[src/design/ikd_pkg.sv]
`default_nettype none
package ikd_pkg;
	localparam int NUM_BANDS = 4;
	localparam int EDGE_W = 16;
	localparam int PEAK_W = 17;
	localparam int KNOT_W = 4;
	localparam int IDX_W = 3;
	localparam logic [PEAK_W-1:0] PEAK_MAX = 17'h1FFFF;
	localparam logic [7:0] HYS_MAX = 8'd253;

	localparam logic [IDX_W-1:0] REG_GYRO_BIAS = 3'd0;
	localparam logic [IDX_W-1:0] REG_ACCEL_BIAS = 3'd1;
	localparam logic [IDX_W-1:0] REG_GRAVITY = 3'd2;
	localparam logic [IDX_W-1:0] REG_HYSTERESIS = 3'd3;
	localparam logic [IDX_W-1:0] REG_RATE_THR = 3'd4;
	localparam logic [IDX_W-1:0] REG_ACCEL_THR = 3'd5;
	localparam logic [IDX_W-1:0] REG_MAX_KNOTS = 3'd6;

	typedef struct packed {
		logic [47:0] gyro_bias;
		logic [47:0] accel_bias;
		logic [15:0] gravity_magnitude;
		logic [7:0] hysteresis_q8;
		logic [63:0] rate_thresholds;
		logic [63:0] accel_thresholds;
		logic [3:0] max_knots;
	} ikd_cfg_t;
endpackage
`default_nettype wire

[src/design/imu_excitation_knot_density_core.sv]
// the front end squares and sums the bias-corrected components one at a time, and the sums
// pass through a two-entry queue to the back end, which takes their square roots for the peaks
// a new sample is taken only after the front end has pushed the previous sums into the queue;
// back end's bit-serial square root sets the pace; a segment end adds band counting and emit
// reset: arst_n clears peaks and queues, empties the result register, sets previous knot
// count to 1 and loads the register defaults
`default_nettype none
module imu_excitation_knot_density_core #(
	parameter int SAMPLE_BITS = 16
) (
	input wire logic clk,
	input wire logic arst_n,
	input wire logic push,
	output logic full,
	input wire logic [SAMPLE_BITS-1:0] gyro_x,
	input wire logic [SAMPLE_BITS-1:0] gyro_y,
	input wire logic [SAMPLE_BITS-1:0] gyro_z,
	input wire logic [SAMPLE_BITS-1:0] acc_x,
	input wire logic [SAMPLE_BITS-1:0] acc_y,
	input wire logic [SAMPLE_BITS-1:0] acc_z,
	input wire logic segment_end,
	output logic empty,
	input wire logic pop,
	output logic [3:0] knot_count,
	output logic [16:0] peak_rate,
	output logic [16:0] peak_accel_dev,
	input wire logic wr_en,
	input wire logic [ikd_pkg::IDX_W-1:0] wr_index,
	input wire logic [63:0] wr_data
);
	import ikd_pkg::*;

	localparam int DW = ((SAMPLE_BITS > 16) ? SAMPLE_BITS : 16) + 1;
	localparam int SUMW = 2 * DW + 2;

	ikd_cfg_t cfg_q;
	logic f_push;
	logic f_full;
	logic [SUMW-1:0] f_gsum;
	logic [SUMW-1:0] f_asum;
	logic f_seg;
	logic b_pop;
	logic b_empty;
	logic [2*SUMW:0] b_data;

	always_ff @(posedge clk or negedge arst_n) begin
		if (!arst_n) begin
			cfg_q.gyro_bias <= '0;
			cfg_q.accel_bias <= '0;
			cfg_q.gravity_magnitude <= '0;
			cfg_q.hysteresis_q8 <= '0;
			cfg_q.rate_thresholds <= '1;
			cfg_q.accel_thresholds <= '1;
			cfg_q.max_knots <= 4'd5;
		end else if (wr_en) begin
			unique case (wr_index)
				REG_GYRO_BIAS: cfg_q.gyro_bias <= wr_data[47:0];
				REG_ACCEL_BIAS: cfg_q.accel_bias <= wr_data[47:0];
				REG_GRAVITY: cfg_q.gravity_magnitude <= wr_data[15:0];
				REG_HYSTERESIS: cfg_q.hysteresis_q8 <= wr_data[7:0];
				REG_RATE_THR: cfg_q.rate_thresholds <= wr_data;
				REG_ACCEL_THR: cfg_q.accel_thresholds <= wr_data;
				REG_MAX_KNOTS: cfg_q.max_knots <= wr_data[3:0];
				default: begin
				end
			endcase
		end
	end

	ikd_front #(.SAMPLE_BITS(SAMPLE_BITS), .DW(DW), .SUMW(SUMW)) u_front (
		.clk(clk),
		.arst_n(arst_n),
		.push(push),
		.full(full),
		.gyro_x(gyro_x),
		.gyro_y(gyro_y),
		.gyro_z(gyro_z),
		.acc_x(acc_x),
		.acc_y(acc_y),
		.acc_z(acc_z),
		.segment_end(segment_end),
		.gyro_bias(cfg_q.gyro_bias),
		.accel_bias(cfg_q.accel_bias),
		.q_push(f_push),
		.q_full(f_full),
		.q_gsum(f_gsum),
		.q_asum(f_asum),
		.q_seg(f_seg)
	);

	ikd_fifo #(.W(2 * SUMW + 1)) u_fifo (
		.clk(clk),
		.arst_n(arst_n),
		.wr(f_push),
		.wdata({f_seg, f_asum, f_gsum}),
		.full(f_full),
		.rd(b_pop),
		.rdata(b_data),
		.empty(b_empty)
	);

	ikd_back #(.DW(DW), .SUMW(SUMW)) u_back (
		.clk(clk),
		.arst_n(arst_n),
		.q_empty(b_empty),
		.q_pop(b_pop),
		.q_gsum(b_data[SUMW-1:0]),
		.q_asum(b_data[2*SUMW-1:SUMW]),
		.q_seg(b_data[2*SUMW]),
		.cfg(cfg_q),
		.empty(empty),
		.pop(pop),
		.knot_count(knot_count),
		.peak_rate(peak_rate),
		.peak_accel_dev(peak_accel_dev)
	);
endmodule
`default_nettype wire

[src/design/ikd_fifo.sv]
`default_nettype none
module ikd_fifo #(
	parameter int W = 8
) (
	input wire logic clk,
	input wire logic arst_n,
	input wire logic wr,
	input wire logic [W-1:0] wdata,
	output logic full,
	input wire logic rd,
	output logic [W-1:0] rdata,
	output logic empty
);
	logic [W-1:0] mem_q [2];
	logic wp_q;
	logic rp_q;
	logic [1:0] cnt_q;

	assign full = (cnt_q == 2'd2);
	assign empty = (cnt_q == 2'd0);
	assign rdata = mem_q[rp_q];

	always_ff @(posedge clk) begin
		if (wr && !full) begin
			mem_q[wp_q] <= wdata;
		end
	end

	always_ff @(posedge clk or negedge arst_n) begin
		if (!arst_n) begin
			wp_q <= 1'b0;
			rp_q <= 1'b0;
			cnt_q <= 2'd0;
		end else begin
			if (wr && !full) wp_q <= ~wp_q;
			if (rd && !empty) rp_q <= ~rp_q;
			cnt_q <= cnt_q + 2'(wr && !full) - 2'(rd && !empty);
		end
	end
endmodule
`default_nettype wire

[src/design/ikd_front.sv]
`default_nettype none
module ikd_front #(
	parameter int SAMPLE_BITS = 16,
	parameter int DW = 17,
	parameter int SUMW = 36
) (
	input wire logic clk,
	input wire logic arst_n,
	input wire logic push,
	output logic full,
	input wire logic [SAMPLE_BITS-1:0] gyro_x,
	input wire logic [SAMPLE_BITS-1:0] gyro_y,
	input wire logic [SAMPLE_BITS-1:0] gyro_z,
	input wire logic [SAMPLE_BITS-1:0] acc_x,
	input wire logic [SAMPLE_BITS-1:0] acc_y,
	input wire logic [SAMPLE_BITS-1:0] acc_z,
	input wire logic segment_end,
	input wire logic [47:0] gyro_bias,
	input wire logic [47:0] accel_bias,
	output logic q_push,
	input wire logic q_full,
	output logic [SUMW-1:0] q_gsum,
	output logic [SUMW-1:0] q_asum,
	output logic q_seg
);
	localparam logic [1:0] ST_IDLE = 2'd0;
	localparam logic [1:0] ST_SQ = 2'd1;
	localparam logic [1:0] ST_PUSH = 2'd2;

	logic [1:0] state_q;
	logic [2:0] cnt_q;
	logic [DW-1:0] d_q [6];
	logic [SUMW-1:0] gsum_q;
	logic [SUMW-1:0] asum_q;
	logic seg_q;
	logic [DW-1:0] mag;
	logic [2*DW-1:0] sq;

	function automatic logic [DW-1:0] diff(input logic [SAMPLE_BITS-1:0] s,
			input logic [15:0] b);
		logic [DW-1:0] se;
		logic [DW-1:0] be;
		begin
			se = {{(DW-SAMPLE_BITS){s[SAMPLE_BITS-1]}}, s};
			be = {{(DW-16){b[15]}}, b};
			return se - be;
		end
	endfunction

	assign full = (state_q != ST_IDLE);
	assign mag = d_q[0][DW-1] ? (~d_q[0] + 1'b1) : d_q[0];
	assign sq = mag * mag;
	assign q_push = (state_q == ST_PUSH) && !q_full;
	assign q_gsum = gsum_q;
	assign q_asum = asum_q;
	assign q_seg = seg_q;

	always_ff @(posedge clk) begin
		if (push && !full) begin
			d_q[0] <= diff(gyro_x, gyro_bias[15:0]);
			d_q[1] <= diff(gyro_y, gyro_bias[31:16]);
			d_q[2] <= diff(gyro_z, gyro_bias[47:32]);
			d_q[3] <= diff(acc_x, accel_bias[15:0]);
			d_q[4] <= diff(acc_y, accel_bias[31:16]);
			d_q[5] <= diff(acc_z, accel_bias[47:32]);
			seg_q <= segment_end;
			gsum_q <= '0;
			asum_q <= '0;
		end else if (state_q == ST_SQ) begin
			for (int k = 0; k < 5; k++) d_q[k] <= d_q[k+1];
			if (cnt_q < 3'd3) gsum_q <= gsum_q + SUMW'(sq);
			else asum_q <= asum_q + SUMW'(sq);
		end
	end

	always_ff @(posedge clk or negedge arst_n) begin
		if (!arst_n) begin
			state_q <= ST_IDLE;
			cnt_q <= 3'd0;
		end else begin
			unique case (state_q)
				ST_IDLE: begin
					if (push) begin
						state_q <= ST_SQ;
						cnt_q <= 3'd0;
					end
				end
				ST_SQ: begin
					cnt_q <= cnt_q + 3'd1;
					if (cnt_q == 3'd5) state_q <= ST_PUSH;
				end
				ST_PUSH: begin
					if (!q_full) state_q <= ST_IDLE;
				end
				default: state_q <= ST_IDLE;
			endcase
		end
	end
endmodule
`default_nettype wire

[src/design/ikd_back.sv]
`default_nettype none
module ikd_back #(
	parameter int DW = 17,
	parameter int SUMW = 36
) (
	input wire logic clk,
	input wire logic arst_n,
	input wire logic q_empty,
	output logic q_pop,
	input wire logic [SUMW-1:0] q_gsum,
	input wire logic [SUMW-1:0] q_asum,
	input wire logic q_seg,
	input wire ikd_pkg::ikd_cfg_t cfg,
	output logic empty,
	input wire logic pop,
	output logic [3:0] knot_count,
	output logic [16:0] peak_rate,
	output logic [16:0] peak_accel_dev
);
	import ikd_pkg::*;

	localparam int N = SUMW / 2;
	localparam int RTW = DW + 1;
	localparam int RW = DW + 4;
	localparam int CW = $clog2(N + 1);

	localparam logic [2:0] ST_IDLE = 3'd0;
	localparam logic [2:0] ST_ROOT = 3'd1;
	localparam logic [2:0] ST_PEAK = 3'd2;
	localparam logic [2:0] ST_BAND = 3'd3;
	localparam logic [2:0] ST_EMIT = 3'd4;

	logic [2:0] state_q;
	logic [CW-1:0] it_q;
	logic [SUMW-1:0] gx_q;
	logic [SUMW-1:0] ax_q;
	logic [RW-1:0] grem_q;
	logic [RW-1:0] arem_q;
	logic [RTW-1:0] groot_q;
	logic [RTW-1:0] aroot_q;
	logic seg_q;
	logic [PEAK_W-1:0] rpeak_q;
	logic [PEAK_W-1:0] apeak_q;
	logic [KNOT_W-1:0] prev_q;
	logic [1:0] b_q;
	logic [2:0] rcnt_q;
	logic [2:0] acnt_q;
	logic rstop_q;
	logic astop_q;
	logic ovalid_q;
	logic [3:0] okn_q;
	logic [PEAK_W-1:0] orate_q;
	logic [PEAK_W-1:0] oacc_q;

	logic [RW+RTW-1:0] gstep;
	logic [RW+RTW-1:0] astep;
	logic [PEAK_W-1:0] wn;
	logic [PEAK_W-1:0] an;
	logic [PEAK_W-1:0] gext;
	logic [PEAK_W-1:0] dev;
	logic [7:0] hc;
	logic [8:0] scale;
	logic [KNOT_W-1:0] held;
	logic [EDGE_W-1:0] redge;
	logic [EDGE_W-1:0] aedge;
	logic [24:0] rscaled;
	logic [24:0] ascaled;
	logic below;
	logic rok;
	logic aok;
	logic [2:0] bands;
	logic [3:0] cap;
	logic [3:0] kn;
	logic [3:0] knots;
	logic out_free;

	function automatic logic [RW+RTW-1:0] sq_step(input logic [RW-1:0] rem,
			input logic [RTW-1:0] root, input logic [1:0] pair);
		logic [RW-1:0] r2;
		logic [RW-1:0] trial;
		begin
			r2 = {rem[RW-3:0], pair};
			trial = RW'({root, 2'b01});
			if (r2 >= trial) return {r2 - trial, root[RTW-2:0], 1'b1};
			return {r2, root[RTW-2:0], 1'b0};
		end
	endfunction

	assign gstep = sq_step(grem_q, groot_q, gx_q[SUMW-1:SUMW-2]);
	assign astep = sq_step(arem_q, aroot_q, ax_q[SUMW-1:SUMW-2]);

	assign wn = (|groot_q[RTW-1:PEAK_W]) ? PEAK_MAX : groot_q[PEAK_W-1:0];
	assign an = (|aroot_q[RTW-1:PEAK_W]) ? PEAK_MAX : aroot_q[PEAK_W-1:0];
	assign gext = PEAK_W'(cfg.gravity_magnitude);
	assign dev = (an >= gext) ? (an - gext) : (gext - an);

	assign hc = (cfg.hysteresis_q8 > HYS_MAX) ? HYS_MAX : cfg.hysteresis_q8;
	assign scale = 9'd256 - {1'b0, hc};
	assign held = (prev_q != '0) ? (prev_q - 1'b1) : '0;
	assign redge = cfg.rate_thresholds[16*b_q +: 16];
	assign aedge = cfg.accel_thresholds[16*b_q +: 16];
	assign rscaled = redge * scale;
	assign ascaled = aedge * scale;
	assign below = ({2'b00, b_q} < held);
	assign rok = below ? ({rpeak_q, 8'h00} >= rscaled) : (rpeak_q >= PEAK_W'(redge));
	assign aok = below ? ({apeak_q, 8'h00} >= ascaled) : (apeak_q >= PEAK_W'(aedge));

	assign bands = (rcnt_q > acnt_q) ? rcnt_q : acnt_q;
	assign cap = (cfg.max_knots == 4'd0) ? 4'd1 : cfg.max_knots;
	assign kn = {1'b0, bands} + 4'd1;
	assign knots = (kn > cap) ? cap : kn;

	assign out_free = !ovalid_q || pop;
	assign q_pop = (state_q == ST_IDLE) && !q_empty;
	assign empty = !ovalid_q;
	assign knot_count = okn_q;
	assign peak_rate = orate_q;
	assign peak_accel_dev = oacc_q;

	always_ff @(posedge clk) begin
		unique case (state_q)
			ST_IDLE: begin
				gx_q <= q_gsum;
				ax_q <= q_asum;
				seg_q <= q_seg;
				grem_q <= '0;
				arem_q <= '0;
				groot_q <= '0;
				aroot_q <= '0;
			end
			ST_ROOT: begin
				gx_q <= gx_q << 2;
				ax_q <= ax_q << 2;
				{grem_q, groot_q} <= gstep;
				{arem_q, aroot_q} <= astep;
			end
			default: begin
			end
		endcase
		if (state_q == ST_EMIT && out_free) begin
			okn_q <= knots;
			orate_q <= rpeak_q;
			oacc_q <= apeak_q;
		end
	end

	always_ff @(posedge clk or negedge arst_n) begin
		if (!arst_n) begin
			state_q <= ST_IDLE;
			it_q <= '0;
			rpeak_q <= '0;
			apeak_q <= '0;
			prev_q <= 4'd1;
			b_q <= '0;
			rcnt_q <= '0;
			acnt_q <= '0;
			rstop_q <= 1'b0;
			astop_q <= 1'b0;
			ovalid_q <= 1'b0;
		end else begin
			if (state_q == ST_EMIT && out_free) ovalid_q <= 1'b1;
			else if (pop && ovalid_q) ovalid_q <= 1'b0;
			unique case (state_q)
				ST_IDLE: begin
					if (!q_empty) begin
						state_q <= ST_ROOT;
						it_q <= '0;
					end
				end
				ST_ROOT: begin
					it_q <= it_q + 1'b1;
					if (it_q == CW'(N - 1)) state_q <= ST_PEAK;
				end
				ST_PEAK: begin
					if (wn > rpeak_q) rpeak_q <= wn;
					if (dev > apeak_q) apeak_q <= dev;
					b_q <= '0;
					rcnt_q <= '0;
					acnt_q <= '0;
					rstop_q <= 1'b0;
					astop_q <= 1'b0;
					state_q <= seg_q ? ST_BAND : ST_IDLE;
				end
				ST_BAND: begin
					if (!rstop_q && rok) rcnt_q <= rcnt_q + 3'd1;
					else rstop_q <= 1'b1;
					if (!astop_q && aok) acnt_q <= acnt_q + 3'd1;
					else astop_q <= 1'b1;
					b_q <= b_q + 2'd1;
					if (b_q == 2'(NUM_BANDS - 1)) state_q <= ST_EMIT;
				end
				ST_EMIT: begin
					if (out_free) begin
						prev_q <= knots;
						rpeak_q <= '0;
						apeak_q <= '0;
						state_q <= ST_IDLE;
					end
				end
				default: state_q <= ST_IDLE;
			endcase
		end
	end
endmodule
`default_nettype wire

[config.mk]
export PLATFORM = sky130hd
export DESIGN_NAME = imu_excitation_knot_density_core
export DESIGN_NICKNAME = d
export VERILOG_FILES = /design/src/design/ikd_pkg.sv /design/src/design/imu_excitation_knot_density_core.sv /design/src/design/ikd_fifo.sv /design/src/design/ikd_front.sv /design/src/design/ikd_back.sv
export SDC_FILE = /design/constraint.sdc
export NUM_CORES = 2
export LEC_CHECK = 0
export ABC_CLOCK_PERIOD_IN_PS = 27100
export BUFFER_PORTS_ARGS = -buffer_cell sky130_fd_sc_hd__buf_2
export CAP_MARGIN = 20
export CORE_ASPECT_RATIO = 1.75
export CORE_MARGIN = 2
export CORE_UTILIZATION = 40
export CTS_CLUSTER_DIAMETER = 200
export DETAILED_ROUTE_END_ITERATION = 8
export HOLD_SLACK_MARGIN = 0.02
export PLACE_DENSITY = 0.59
export SLEW_MARGIN = 20
export SYNTH_ARGS = -nofsm -noshare
export SYNTH_HDL_FRONTEND = slang
export SYNTH_HIERARCHICAL = 1
export SYNTH_SLANG_ARGS = --single-unit
export TNS_END_PERCENT = 50
[constraint.sdc]
create_clock -name clk -period 27.1 [get_ports clk]
set_input_delay 4.065 -clock clk [delete_from_list [all_inputs] [get_ports clk]]
set_output_delay 4.065 -clock clk [all_outputs]
set_load 0.02 [all_outputs]
; Word-level counts from Yosys, hierarchy flattened
; Memory sizes are Yosys's and may differ from the RTL's.
; Cells that the tools add are included.
[totals]
ff_bits = 576
mem_bits_rw = 248
inputBits = 169
out_inout_bits = 40
memories = 2
[classes]
add_sub_neg = 23
multipliers = 3
n_lt_le_gt_ge = 14
eq_ne = 29
shifts = 2
mux = 65
bitwise_logic = 9
reduce_logical = 48
[memory_table]
columns = memory, depth, width, rd, rd_clocked_by_memory_dff, wr, line_no
row1 = u_fifo.mem_q, 2, 73, 1, 0, 1, ikd_fifo.sv:14  ; logic [W-1:0] mem_q [2];
row2 = u_front.d_q, 6, 17, 6, 0, 6, ikd_front.sv:32  ; logic [DW-1:0] d_q [6];
[op_table]
columns = cell, count
row1 = 17-bit 2-to-1 mux, 12
row2 = 37-bit 2-to-1 mux, 4
row3 = 36-bit case mux with 2 select lines, 2
row4 = 64-bit by 7-bit indexed part select with 16-bit output, 2
row5 = 16-bit by 16-bit subtractor with 17-bit output, 6
row6 = 19-bit case mux with 2 select lines, 2
row7 = 36-bit by 34-bit adder with 36-bit output, 2
row8 = 18-bit case mux with 2 select lines, 2
row9 = 17-bit case mux with 2 select lines, 2
row10 = 17-bit by 16-bit greater-or-equal comparator with 1-bit output, 3
row11 = 25-bit greater-or-equal comparator, 2
row12 = 16-bit by 9-bit multiplier with 25-bit output, 2
row13 = 21-bit by 20-bit greater-or-equal comparator with 1-bit output, 2
row14 = 19-bit subtractor, 2
row15 = 17-bit greater-than comparator, 2
row16 = 17-bit by 17-bit multiplier with 34-bit output, 1
row17 = 2-bit AND reduction, 16
row18 = 3-bit 2-to-1 mux, 8
row19 = 3-bit case mux with 2 select lines, 3
row20 = "17-bit by 1-bit adder with 17-bit output, second input constant", 1
row21 = 17-bit inverter, 1
row22 = 16-bit by 17-bit subtractor with 17-bit output, 1
row23 = 17-bit by 16-bit subtractor with 17-bit output, 1
row24 = "3-bit == test, second input constant", 5
row25 = 42 further kinds, 109

; Depth between registers and ports, before layout
[logic_depth]
word_depth = 9
depth_mapped = 41
mapped_depth_nobuf = 40

; Hierarchy
; The synthesis kept the hierarchy.
[modules_own_cells]
columns = mod, instances, cells_each, area_per_inst_um2
row1 = ikd_back, 1, 2855, 25545.8
row2 = ikd_front, 1, 2676, 22835.7
row3 = imu_excitation_knot_density_core, 1, 537, 9594.2
row4 = ikd_fifo, 1, 245, 5713.0

; Least setup slack after synthesis
; OpenSTA, ideal clock, no wires.
[synth_path]
kind = register -> register
startpoint = mem u_front.d_q[0][3]
endpoint = reg u_front.gsum_q[35], in the netlist u_front/q_gsum[35]
arrival_time_ns = 8.722
t_required_ns = 26.968
setup_slack_ns = 18.246
path_stages_with_launch = 40
path_buffers = 0
synth_period_minus_slack_ns = 8.854
cell_sequence = edfxtp_1 -> or3_1 -> or2_1 -> nor2_4 -> nand2_1 -> nand2_1 -> xnor2_1 -> clkinv_1 -> nor2_1 -> inv_1 -> fa_1 -> inv_1 -> fa_1 -> inv_1 -> fa_1 -> inv_1 -> ha_1 -> fa_1 -> [... 4 more ...] -> o21a_1 -> o21a_1 -> o21ai_0 -> a21oi_1 -> o41ai_4 -> o21ai_1 -> a211oi_1 -> o21bai_1 -> xor2_1 -> ha_1 -> a21o_1 -> a21o_1 -> a211oi_1 -> and3_1 -> o211ai_2 -> a311oi_1 -> or3_1 -> a21oi_1
[synth_rtl]
columns = item, line_no
row1 = "start, declared", ikd_front.sv:32
row2 = "end signal, assigned", ikd_front.sv:71  ; if (cnt_q < 3'd3) gsum_q <= gsum_q + SUMW'(sq);
row3 = "end, declared", ikd_front.sv:33  ; logic [SUMW-1:0] gsum_q;

==> impl_metrics.tcl <==
set metrics [dict create \
    routed_wl_um 174000 \
    rsz0062_at_grt "false" \
    cts_buffers 83 \
    dieHeight_um 532 \
    ctsHoldBuffers 0 \
    async_flop_share_pct 38.6 \
    cts_setup_buffers 0 \
    ctsHtreeMaxLevel 3 \
    grt_overflow 0 \
    outcome "completed" \
    portBuffers 208 \
    slew_viol_final 0 \
    globalplace.congestion 0.924 \
    yosysWarnings 6 \
    placementRows 193 \
    ys.flop_type "edfxtp_1" \
    worstSetupPathType "reg2reg" \
    critical_path.most_common_cell "inv_1" \
    fin_tns_setup_ns 0 \
    drtAntennaViolNets 0 \
    yosys.area_share.xor_xnor_pct 3.48 \
    die-area_um2 163000 \
    cpMaxStageDelayCell "xnor2_1" \
    netlist_area_um2 63700 \
    synth_mux_area_share_pct 8.25 \
    worst_pin_slew_ns 1.12 \
    clk_path_buf_depth 3 \
    detail_route.first_pass.iterations 7 \
    period_needed_ns 10.47 \
    ctsRootBufferMaster "clkbuf_16" \
    clkTransAtPathRegs_ns 0.07 \
    drcViolationCount 0 \
    core-area_um2 158000 \
    hold_viol 0 \
    worst_clock_skew_ns 0.0715 \
    cap_violations 0 \
    synth_cell_type_count 105 \
    ys_ff_latch 824 \
    synth_top_family_by_area "adder cells" \
    grt_start_max_net_pins 152 \
    routedWlPerCell_um 20.2 \
    synth_compound_area_share_pct 11.2 \
    grt_antenna_before_repair 36 \
    vias 45900 \
    cts_num_sinks 824 \
    max_freq_ghz 0.0955 \
    critical-path-top-delay-family "adder cells" \
    max_stage_delay_ns 0.83 \
    drive_gt1_share_pct 13.5 \
    path_max_fanout 14 \
    yosysSeqAreaShare_pct 35.5 \
    area_growth_pct 9.55 \
    synthSimpleGateAreaFrac_pct 11.9 \
    crit_required_ns 27.61 \
    dieWidth_um 306 \
    setup_viol 0 \
    vias_per_cell 5.33 \
    synth-edff-count 434 \
    syn_inst 6313 \
    synthAdderAreaFrac_pct 23.4 \
    slew_headroom_pct 25.3 \
    dp_hpwl_um 134000 \
    drtIter0Drc 2150 \
    crit_arrival_ns 10.99 \
    min_path_type "reg2reg" \
    cts_resized 0 \
    nNetsFinal 7591 \
    crit_buf_inv 9 \
    grt_pass1_vias 47900 \
    grt_use_total_pct 21.2 \
    pin_count 209 \
    start_util_pct 40.3 \
    end_kind "flop" \
    grt_pass1_wl_um 268000 \
    synth_area_per_cell_um2 10.1 \
    clk_latency_ns 0.72 \
    fin_crit_sh_pct 38.7 \
    start_kind "flop" \
    tritoncts "built" \
]
## sequential cells by signal, indices dropped and copies added (netlist names), 36 cells and up
register and cells:
cfg_q 252, u_fifo/mem_q 146, u_front/d_q 102, u_back/ax_q 36, u_back/gx_q 36, u_front/q_asum 36
u_front/q_gsum 36
## metal layers
metal	vias to the layer above	part of all wire [%]	global-route usage, %
met1	22800	38	23.0
met2	931	53	40.2
met4	24	5.0	9.93
met5	-	0.094	0
li1	21800	-	-
met3	371	3.8	2.71
## worst register-to-register path, delay by kind of cell, from the launching register on
kind	cells	cell delay [ns]
adder cells (fa/ha/maj)	9	3.79
AO/OA/AOI/OAI	15	2.94
XOR/XNOR	2	1.22
flip-flops	1	0.71
AND/OR/NAND/NOR	3	0.62
buffers and inverters	9	0.97
## cell families after synthesis
family | after synthesis
other cells | 2
mux | 455
simple gates | 1731
fa+ha+maj | 951
buf+inv | 1014
compound gates | 1084
xor+xnor | 252
flops | 824
## placed cells by master (no fill, tap or decap), drive strengths merged, types with 28 or more instances in the layout
cell type / n
fa: 397
mux2i: 93
dfrtp: 187
clkbuf: 105
or3: 33
a211oi: 52
xor2: 103
mux2: 360
o21bai: 28
and3: 32
dfxtp: 72
nor2b: 49
nand2b: 44
dfstp: 131
ha: 554
buf: 264
a21o: 142
xnor2: 149
edfxtp: 434
a21oi: 321
nand4: 52
nor2: 490
o21ai: 224
nor3: 65
clkinv: 38
nand2: 785
o31ai: 37
inv: 817
nand3: 82
a31oi: 30
o21a: 73
o211ai: 28
## area by class of cell
cell class                      count  area [um2]
Antenna cell                       18        45.0
Clock buffer                      105        2260
Clock inverter                     50         517
Fill cell                       15000       88400
Inverter                          813        3050
Multi-Input combinational cell   4485       37200
Sequential cell                   824       22600
Tap cell                         2047        2560
Timing Repair Buffer              264        1500
## cell usage after synthesis (15+ instances only)
cell type | n | area [um2]
a211o_1 | 21 | 184
a211oi_1 | 49 | 368
a21boi_0 | 21 | 158
a21o_1 | 142 | 1070
a21oi_1 | 321 | 1610
a31oi_1 | 28 | 175
and2_1 | 22 | 138
and3_1 | 32 | 200
buf_1 | 26 | 97.6
buf_2 | 26 | 130
buf_6 | 20 | 225
clkbuf_1 | 119 | 447
dfrtp_1 | 187 | 4680
dfstp_2 | 131 | 3440
dfxtp_1 | 72 | 1440
edfxtp_1 | 434 | 13000
fa_1 | 397 | 7950
ha_1 | 554 | 6930
inv_1 | 804 | 3020
mux2_1 | 90 | 1010
mux2_2 | 210 | 2360
mux2_4 | 60 | 901
mux2i_1 | 93 | 931
nand2_1 | 785 | 2950
nand2b_1 | 43 | 269
nand3_1 | 82 | 410
nand4_1 | 52 | 325
nor2_1 | 489 | 1840
nor2b_1 | 49 | 307
nor3_1 | 65 | 325
nor4_1 | 17 | 106
o211ai_1 | 26 | 195
o21a_1 | 73 | 548
o21ai_0 | 206 | 1030
o21ai_1 | 15 | 75.1
o21bai_1 | 28 | 210
o31ai_1 | 35 | 263
or3_1 | 33 | 206
xnor2_1 | 149 | 1310
xor2_1 | 102 | 893
## metrics by stage
stage | util, % | worst slack [ns] | std cells | area, um2 | hold WS [ns]
6_report | 44.1 | 16.63 | 8606 | 69800 | 0.448
5_1_grt | 44.1 | 15.84 | 8591 | 69700 | 0.456
4_1_cts | 44.1 | 16.54 | 8588 | 69700 | 0.451
3_5_place_dp | 42.3 | 16.62 | 8433 | 66900 | 0.445
3_3_place_gp | 42.3 | 16.83 | 8433 | 66900 | 0.429
2_1_floorplan | - | 18.25 | 6323 | 63700 | 0.421
## worst paths after layout
check / startpoint / to / slack (ns) / cells after the start
worst max-delay path: u_front/d_q[0][0]$_DFFE_PP_ / u_front/q_gsum[35]$_SDFFE_PP0P_ / 16.63 / 38
worst max register to register: u_front/d_q[0][0]$_DFFE_PP_ / u_front/q_gsum[35]$_SDFFE_PP0P_ / 16.63 / 38
min in group asynchronous: arst_n / u_back/rpeak_q[5]$_DFFE_PN0P_ / 3.35 / 1
worst min register to register: u_front/q_seg$_DFFE_PP_ / u_fifo/mem_q[1][72]$_DFFE_PP_ / 0.45 / 0
worst min-delay path: u_front/q_seg$_DFFE_PP_ / u_fifo/mem_q[1][72]$_DFFE_PP_ / 0.45 / 0
max in group asynchronous: arst_n / cfg_q[193]$_DFFE_PN0P_ / 21.67 / 3
Power is left out: the tool's default activity adds up to more than one toggle a clock period on the data nets, which glitch-free logic cannot reach.
